File: src/rtl/core/btndb_pkg.sv
`timescale 1ns / 1ps
// Shared types and constants for the button debounce / auto-repeat block.
// Used by btndb_cfg, btndb_qual and button_debounce_autorepeat. No dependencies.
package btndb_pkg;

    localparam int unsigned TimeW   = 32;
    localparam int unsigned CfgW    = 16;
    localparam int unsigned CfgIdxW = 2;

    localparam logic [CfgW-1:0] DebounceReset       = 16'd50;
    localparam logic [CfgW-1:0] HoldDelayReset      = 16'd500;
    localparam logic [CfgW-1:0] RepeatIntervalReset = 16'd250;

    typedef enum logic [CfgIdxW-1:0] {
        CFG_DEBOUNCE = 2'd0,
        CFG_HOLD     = 2'd1,
        CFG_REPEAT   = 2'd2
    } t_cfg_idx;

    typedef struct packed {
        logic [CfgW-1:0] debounce_len;
        logic [CfgW-1:0] hold_len;
        logic [CfgW-1:0] repeat_len;
    } t_cfg;

    // debounced status as seen after the last qualified sample
    typedef struct packed {
        logic pressed;
        logic prev_level;
    } t_qual_stat;

endpackage

File: src/rtl/core/btndb_cfg.sv
`timescale 1ns / 1ps
// Configuration register file: debounce, hold delay and repeat interval.
// Depends on btndb_pkg.
module btndb_cfg (
    input  logic                           i_clk,
    input  logic                           i_rst_n,
    input  logic                           i_cfg_we,
    input  logic [btndb_pkg::CfgIdxW-1:0]  i_cfg_idx,
    input  logic [btndb_pkg::CfgW-1:0]     i_cfg_data,
    output btndb_pkg::t_cfg                o_cfg
);

    btndb_pkg::t_cfg r_cfg;
    btndb_pkg::t_cfg n_cfg;

    always_comb begin
        n_cfg = r_cfg;
        if (i_cfg_we) begin
            unique case (btndb_pkg::t_cfg_idx'(i_cfg_idx))
                btndb_pkg::CFG_DEBOUNCE: n_cfg.debounce_len = i_cfg_data;
                btndb_pkg::CFG_HOLD:     n_cfg.hold_len     = i_cfg_data;
                btndb_pkg::CFG_REPEAT:   n_cfg.repeat_len   = i_cfg_data;
                default:                 n_cfg = r_cfg; // unused index: ignored
            endcase
        end
    end

    always_ff @(posedge i_clk) begin
        if (!i_rst_n) begin
            r_cfg.debounce_len <= btndb_pkg::DebounceReset;
            r_cfg.hold_len     <= btndb_pkg::HoldDelayReset;
            r_cfg.repeat_len   <= btndb_pkg::RepeatIntervalReset;
        end else begin
            r_cfg <= n_cfg;
        end
    end

    assign o_cfg = r_cfg;

endmodule

File: src/rtl/core/btndb_qual.sv
`timescale 1ns / 1ps
// Debounce and auto-repeat qualifier: button state and the per-sample decision.
// Depends on btndb_pkg.
module btndb_qual (
    input  logic                          i_clk,
    input  logic                          i_rst_n,
    input  logic                          i_en,
    input  logic                          i_level,
    input  logic [btndb_pkg::TimeW-1:0]   i_now,
    input  btndb_pkg::t_cfg               i_cfg,
    output logic                          o_fire,
    output btndb_pkg::t_qual_stat         o_stat
);

    logic                        r_prev_level;
    logic                        r_pressed;
    logic [btndb_pkg::TimeW-1:0] r_change_stamp;
    logic [btndb_pkg::TimeW-1:0] r_press_stamp;
    logic [btndb_pkg::TimeW-1:0] r_repeat_stamp;

    logic                        n_pressed;
    logic [btndb_pkg::TimeW-1:0] n_change_stamp;
    logic [btndb_pkg::TimeW-1:0] n_press_stamp;
    logic [btndb_pkg::TimeW-1:0] n_repeat_stamp;

    logic [btndb_pkg::TimeW-1:0] w_stable_t;
    logic [btndb_pkg::TimeW-1:0] w_held_t;
    logic [btndb_pkg::TimeW-1:0] w_since_rep_t;
    logic                        w_stable;
    logic                        w_held;
    logic                        w_rep_due;
    logic                        w_down;

    // differences wrap mod 2^32
    assign n_change_stamp = (i_level != r_prev_level) ? i_now : r_change_stamp;
    assign w_stable_t     = i_now - n_change_stamp;
    assign w_held_t       = i_now - r_press_stamp;
    assign w_since_rep_t  = i_now - r_repeat_stamp;
    assign w_stable  = w_stable_t    > {16'd0, i_cfg.debounce_len};
    assign w_held    = w_held_t      > {16'd0, i_cfg.hold_len};
    assign w_rep_due = w_since_rep_t > {16'd0, i_cfg.repeat_len};
    assign w_down    = !i_level;

    always_comb begin
        o_fire         = 1'b0;
        n_pressed      = r_pressed;
        n_press_stamp  = r_press_stamp;
        n_repeat_stamp = r_repeat_stamp;
        if (w_stable) begin
            priority if (w_down && !r_pressed) begin
                o_fire         = 1'b1;
                n_pressed      = 1'b1;
                n_press_stamp  = i_now;
                n_repeat_stamp = i_now;
            end else if (w_down) begin
                if (w_held && w_rep_due) begin
                    o_fire         = 1'b1;
                    n_repeat_stamp = i_now;
                end
            end else begin
                n_pressed = 1'b0;
            end
        end
    end

    always_ff @(posedge i_clk) begin
        if (!i_rst_n) begin
            r_prev_level   <= 1'b1;
            r_pressed      <= 1'b0;
            r_change_stamp <= '0;
            r_press_stamp  <= '0;
            r_repeat_stamp <= '0;
        end else if (i_en) begin
            r_prev_level   <= i_level;
            r_pressed      <= n_pressed;
            r_change_stamp <= n_change_stamp;
            r_press_stamp  <= n_press_stamp;
            r_repeat_stamp <= n_repeat_stamp;
        end
    end

    assign o_stat.pressed    = r_pressed;
    assign o_stat.prev_level = r_prev_level;

endmodule

File: src/rtl/core/button_debounce_autorepeat.sv
`timescale 1ns / 1ps
// Top level: input register, qualifier stage, output register, config port.
// Depends on btndb_pkg, btndb_cfg, btndb_qual.
//
//  channel  | handshake                  | payload
//  ---------+----------------------------+---------------------------
//  sample   | i_in_valid / o_in_ready    | i_pin_level, i_now_ms[31:0]
//  result   | o_out_valid / i_out_ready  | o_trigger
//  config   | i_cfg_we (no wait)         | i_cfg_idx[1:0], i_cfg_data[15:0]
//
// One sample per cycle sustained while results are taken. Path: input register,
// then the qualifier writes state and the output register in the same edge.
// Reset is synchronous; it clears both stage valids, the button state and the
// config registers to 50 / 500 / 250 ms.
// A stalled output holds the pipeline; o_in_ready falls only when both stages
// are full and the result is not taken.
module button_debounce_autorepeat (
    input  logic                          i_clk,
    input  logic                          i_rst_n,
    input  logic                          i_in_valid,
    output logic                          o_in_ready,
    input  logic                          i_pin_level,
    input  logic [btndb_pkg::TimeW-1:0]   i_now_ms,
    output logic                          o_out_valid,
    input  logic                          i_out_ready,
    output logic                          o_trigger,
    input  logic                          i_cfg_we,
    input  logic [btndb_pkg::CfgIdxW-1:0] i_cfg_idx,
    input  logic [btndb_pkg::CfgW-1:0]    i_cfg_data
);

    btndb_pkg::t_cfg       w_cfg;
    btndb_pkg::t_qual_stat w_stat;

    logic                        r_in_valid;
    logic                        r_level;
    logic [btndb_pkg::TimeW-1:0] r_now;
    logic                        r_out_valid;
    logic                        r_trigger;

    logic w_out_free;
    logic w_adv;
    logic w_take;
    logic w_fire;

    assign w_out_free = !r_out_valid || i_out_ready;
    assign w_adv      = r_in_valid && w_out_free;
    assign o_in_ready = !r_in_valid || w_out_free;
    assign w_take     = i_in_valid && o_in_ready;

    btndb_cfg u_cfg (
        .i_clk      (i_clk),
        .i_rst_n    (i_rst_n),
        .i_cfg_we   (i_cfg_we),
        .i_cfg_idx  (i_cfg_idx),
        .i_cfg_data (i_cfg_data),
        .o_cfg      (w_cfg)
    );

    btndb_qual u_qual (
        .i_clk   (i_clk),
        .i_rst_n (i_rst_n),
        .i_en    (w_adv),
        .i_level (r_level),
        .i_now   (r_now),
        .i_cfg   (w_cfg),
        .o_fire  (w_fire),
        .o_stat  (w_stat)
    );

    always_ff @(posedge i_clk) begin
        if (!i_rst_n) begin
            r_in_valid  <= 1'b0;
            r_out_valid <= 1'b0;
        end else begin
            if (o_in_ready) begin
                r_in_valid <= i_in_valid;
            end
            if (w_out_free) begin
                r_out_valid <= r_in_valid;
            end
        end
    end

    always_ff @(posedge i_clk) begin
        if (w_take) begin
            r_level <= i_pin_level;
            r_now   <= i_now_ms;
        end
        if (w_adv) begin
            r_trigger <= w_fire;
        end
    end

    assign o_out_valid = r_out_valid;
    assign o_trigger   = r_trigger;

    // first cycle out of reset shows no result
    a_reset_empty: assert property (@(posedge i_clk) disable iff (!i_rst_n)
        $past(!i_rst_n) |-> !o_out_valid)
        else $error("result valid right after reset");

    // a new result only appears behind a filled input stage
    a_out_from_in: assert property (@(posedge i_clk) disable iff (!i_rst_n)
        $rose(o_out_valid) |-> $past(r_in_valid))
        else $error("result valid without a sample in the input stage");

    // every trigger leaves the button in the pressed state
    a_fire_pressed: assert property (@(posedge i_clk) disable iff (!i_rst_n)
        (w_adv && w_fire) |=> w_stat.pressed)
        else $error("trigger issued but pressed state not set");

endmodule
File: config.mk
export PLATFORM = sky130hd
export DESIGN_NAME = button_debounce_autorepeat
export DESIGN_NICKNAME = d
export VERILOG_FILES = /design/src/rtl/core/btndb_pkg.sv /design/src/rtl/core/btndb_cfg.sv /design/src/rtl/core/btndb_qual.sv /design/src/rtl/core/button_debounce_autorepeat.sv
export SDC_FILE = /design/constraint.sdc
export NUM_CORES = 1
export LEC_CHECK = 0
export BUFFER_PORTS_ARGS = -buffer_cell sky130_fd_sc_hd__buf_4
export CAP_MARGIN = 30
export CORE_UTILIZATION = 40
export DETAILED_ROUTE_END_ITERATION = 6
export PLACE_DENSITY = 0.57
export SETUP_SLACK_MARGIN = 0.2
export SYNTH_ARGS = -nofsm -noshare
export SYNTH_HDL_FRONTEND = slang
export SYNTH_SLANG_ARGS = --single-unit
File: constraint.sdc
create_clock -name i_clk -period 6.1 [get_ports i_clk]
set_input_delay 0.305 -clock i_clk [delete_from_list [all_inputs] [get_ports i_clk]]
set_output_delay 0.305 -clock i_clk [all_outputs]
set_load 0.005 [all_outputs]
==> impl_results.md <==
- Status: complete, no violations
- Switching power share of the total: 34.8%
- Die W: 191 um
- Pin count of the biggest net entering global routing: 102
- Maximum number of buffers from clock root to sink: 2
- Design Power: 3.72 mW
- Longest individual stage delay on the worst path: 0.60 ns
- Hold slack final: 0.0231 ns
- Number of cells in the finished layout apart from fillers: 2,269
- Number of enable-type register cells in the synthesized netlist: 34
- Clock tree from TritonCTS: yes
- Kind of start point of the critical path: flop
- Synthesized area: 14,200 um^2
- GRT Total Usage: 22.5%
- Total power density per cell area: 234 nW/um^2
- Cell family contributing the most delay on the critical path: simple AND/OR/NAND/NOR gates
- Area of the die: 36,400 um^2
- CORE AREA: 34,800 um^2
- Post-synth net total: 1,950
- Total count of hold-check failures in the final report: 0
- Worst rel slew slack: 28.9%
- Cells on worst reg2reg path: 23
- Hold bufs inserted after CTS: 0
- Floorplan die height: 191 um
- # setup viols final: 0
- Via count: 12,365
- Skew-Pair Late Insertion Delay: 0.45 ns
- Crit-path max FO: 16
- Crit Path Category: reg -> reg
- Min-Delay Path Class: in -> reg
- Post-route clock skew: 0.0141 ns
- Most frequent cell on the critical path: nand4_1
- Number of remaining DRC errors: 0
- Count of synthesis-stage warnings from yosys: 0
- Inserted Clock Buffers: 17
- Fillers: 3,472
- Worst Tran Pin Value: 1.06 ns
- DP Area: 15,100 um^2
- Vias per Instance: 5.45
- Main area contributors after synthesis: dfxtp_1 21%, ha_1 12%, nand2_1 8.3%
- Iteration-0 DRC Markers: 807
- Complex-gate fraction of the synthesized area: 22.7%
- Cell type of the slowest stage on the worst timing path: or4_4
- Clock transition at the registers of the reported paths: 0.08 ns
- Arrival time of the worst setup path: 5.99 ns
- Summed negative setup slack over all endpoints: 0 ns
- TritonCTS Sinks: 182
- Average instance area after synthesis: 8.09 um^2
- Layout Cell Area excl Fill: 15,900 um^2
- Category of the worst setup path capture point: flop
- Port Buffers: 58
- Min-Delay Path Depth: 1
- Placer's final routability congestion estimate: 0.937
- Wire length after detailed routing: 40,200 um
- Leak pwr: 6.41 nW
- Clk Tree Root Cell: clkbuf_16
- Fraction of layout instances using a drive strength above 1: 10.0%
- Number of antenna violations at the first check in global routing: 0
- I/O pin cnt: 59
- Final cycle utilization of the critical path: 92.1%
- Post-synthesis share of cell area spent on and, or, nand and nor gates: 19.6%
- Post-synthesis sequential element count: 182
- Primary flip-flop cell chosen by synthesis mapping: dfxtp_1
- Antenna-violating nets left: 0
- Final core occ: 45.6%
- XOR/XNOR share of the synthesized area: 4.48%
- Maximum vdd ir drop: 0.000177 V
- Cells after Synth: 1,761
- Initial Utilization: 40.9%
- Buffers & Inverters on Critical Path: 2
- Number of rows created at floorplan: 68
- Psw: 1.30 mW
- Setup slack of the critical path after layout: 0.483 ns
- Post-detailed-placement half-perimeter wirelength: 31,800 um
- Post-synthesis sequential area ratio: 28.0%
- Share of flip-flops with an asynchronous set or reset: 0%
- Cell Count Post-Placement: 2,223
- Number of nets at the end of the flow: 1,990
- RSZ-0062 raised after global routing: true
- Most common cell after layout, fill and taps aside: nand2_1
- Portion of total power attributed to sequential cells: 35.9%
- Post-synthesis mux area share: 6.56%
- Htree depth: 4
- Library cell with the largest summed area after synthesis: dfxtp_1
- Arithmetic-cell share of the synthesized area counting full adders, half adders and majority gates: 12.0%
- Time the final worst path needs with I/O delays and setup: 5.62 ns
- Achievable clock frequency: 0.178 GHz
- Global-route wire length before repair: 64,100 um
- Residual overflow from global routing: 0
- Layout overhead on the synthesized area: 11.4%
- Internal power consumption: 2.42 mW
- Synth top area share: 20.8%
- Combinational Power Share: 32.1%
- Minimum setup slack after placement: 0.186 ns
- Commonest non-fill, non-tap cells in the layout: 315 x nand2_1, 147 x dfxtp_1, 146 x inv_1
- Clk network pwr share: 32.1%
- Crit-path cells: xnor2_2, o21ai_0, ha_2, nor2_2, o2111ai_2, or4_4, nand2_2, a21oi_1, xnor2_1, ha_1, nand4_1, nor2_1, a221o_1, o31a_1, nor3_1, nand4_1, nor4bb_1, nand4_1, o41ai_4, buf_4, or3_2, clkbuf_16, mux2i_1
- Main combinational cell family by area after synthesis: compound AO/OA/AOI/OAI gates
- Diodes inserted: 0
- Reported max-cap violation count: 0
- Critical path depth in cells: 23
- Number of slew-limit violations in the final report: 0
- First-pass DRT Iterations: 5
- CP Data Required Time: 6.48 ns
- Post-DR wirelength/cell: 17.7 um
- Number of global-route vias before repair: 11,942
- Number of distinct standard cells referenced by the synthesized netlist: 100
[cells by family (layout without fill, tap and decap cells)]
kind of cell / Yosys count / count (layout)
flops: 182 / 182
mux: 93 / 93
simple gates: 590 / 590
fa+ha+maj: 136 / 136
buf+inv: 221 / 274
xor+xnor: 72 / 72
compound gates: 467 / 467
[registers in the layout, indices dropped and copies added, names as in the netlist]
register and cells:
o_out_valid 1, r_in_valid 1, u_qual.r_press_stamp 32, u_qual.r_change_stamp 32
r_now 32, u_qual.r_prev_level 1, r_level 1, u_cfg.o_cfg 48
o_trigger 1, u_qual.r_pressed 1, u_qual.r_repeat_stamp 32
[routing by layer]
layer | vias up | global-route usage (%) | wire, um
met5 | - | 0 | 0
met4 | 0 | 8.28 | 997
met3 | 43 | 2.17 | 1170
met2 | 201 | 36.1 | 18200
met1 | 5784 | 31.2 | 19800
li1 | 6337 | - | -
[power by group through the flow]
| stage | logic (mW) | registers (mW) | clock network (mW) |
|---|---|---|---|
| 6_report | 1.19 | 1.33 | 1.19 |
| 2_1_floorplan | 0.874 | 1.34 | 0 |
| 5_1_grt | 1.33 | 1.34 | 1.27 |
| 4_1_cts | 1.17 | 1.33 | 1.22 |
| 3_5_place_dp | 1.16 | 1.36 | 0 |
| 3_3_place_gp | 1.15 | 1.36 | 0 |
[final cells by class]
type	count	area, um^2	area share [%]
Tap cell	455	569	3.59
Clock buffer	17	425	2.68
Inverter	146	548	3.45
Timing Repair Buffer	96	776	4.89
Sequential cell	182	3990	25.1
Multi-Input combinational cell	1358	9380	59.1
Clock inverter	15	190	1.20
[worst register-to-register path, cell delays in order (launching register included)]
cell and delay [ns]:
edfxtp_1 0.44, xnor2_2 0.26, o21ai_0 0.12, ha_2 0.22, nor2_2 0.14, o2111ai_2 0.19, or4_4 0.60, nand2_2 0.13
a21oi_1 0.09, xnor2_1 0.26, ha_1 0.30, nand4_1 0.16, nor2_1 0.08, a221o_1 0.32, o31a_1 0.30, nor3_1 0.18
nand4_1 0.11, nor4bb_1 0.29, nand4_1 0.21, o41ai_4 0.35, buf_4 0.20, or3_2 0.18, clkbuf_16 0.22, mux2i_1 0.20
[synth_stat cells, types with 10 or more instances]
cell type    n
a31oi_1     18
a211oi_1    15
nand4_1     32
nand3_1     24
nand2b_1    16
o21ai_0     62
and2_1      10
a21oi_1    122
o21bai_1    12
a21o_1      43
a21boi_0    61
mux2i_1     90
o21a_1      11
dfxtp_1    148
xnor2_1     42
nor3_1      23
edfxtp_1    34
nor2_1      77
nor3b_1     11
clkbuf_1    56
ha_1       131
xor2_1      29
inv_1      146
o211ai_1    25
nor2b_1     21
nand2_1    315
[worst paths after layout]
kind / from / end / slack [ns]
hold / removal: i_now_ms[10] / r_now[10] / 0.02
hold reg to reg: u_qual.r_press_stamp[9] / u_qual.r_press_stamp[9] / 0.46
setup / recovery: r_level / u_qual.r_press_stamp[13] / 0.48
setup reg to reg: r_level / u_qual.r_press_stamp[13] / 0.48
[what timing repair did]
item / in CTS / in global routing
setup endpoints to repair: 45 / 65
endpoints found under the hold margin: 0 / 0
cloned: 0 / 1
pin swaps: 1 / 8
buffers inserted: 1 / 12
resized for setup: 1 / 8
(Power assumes the default switching activity.)
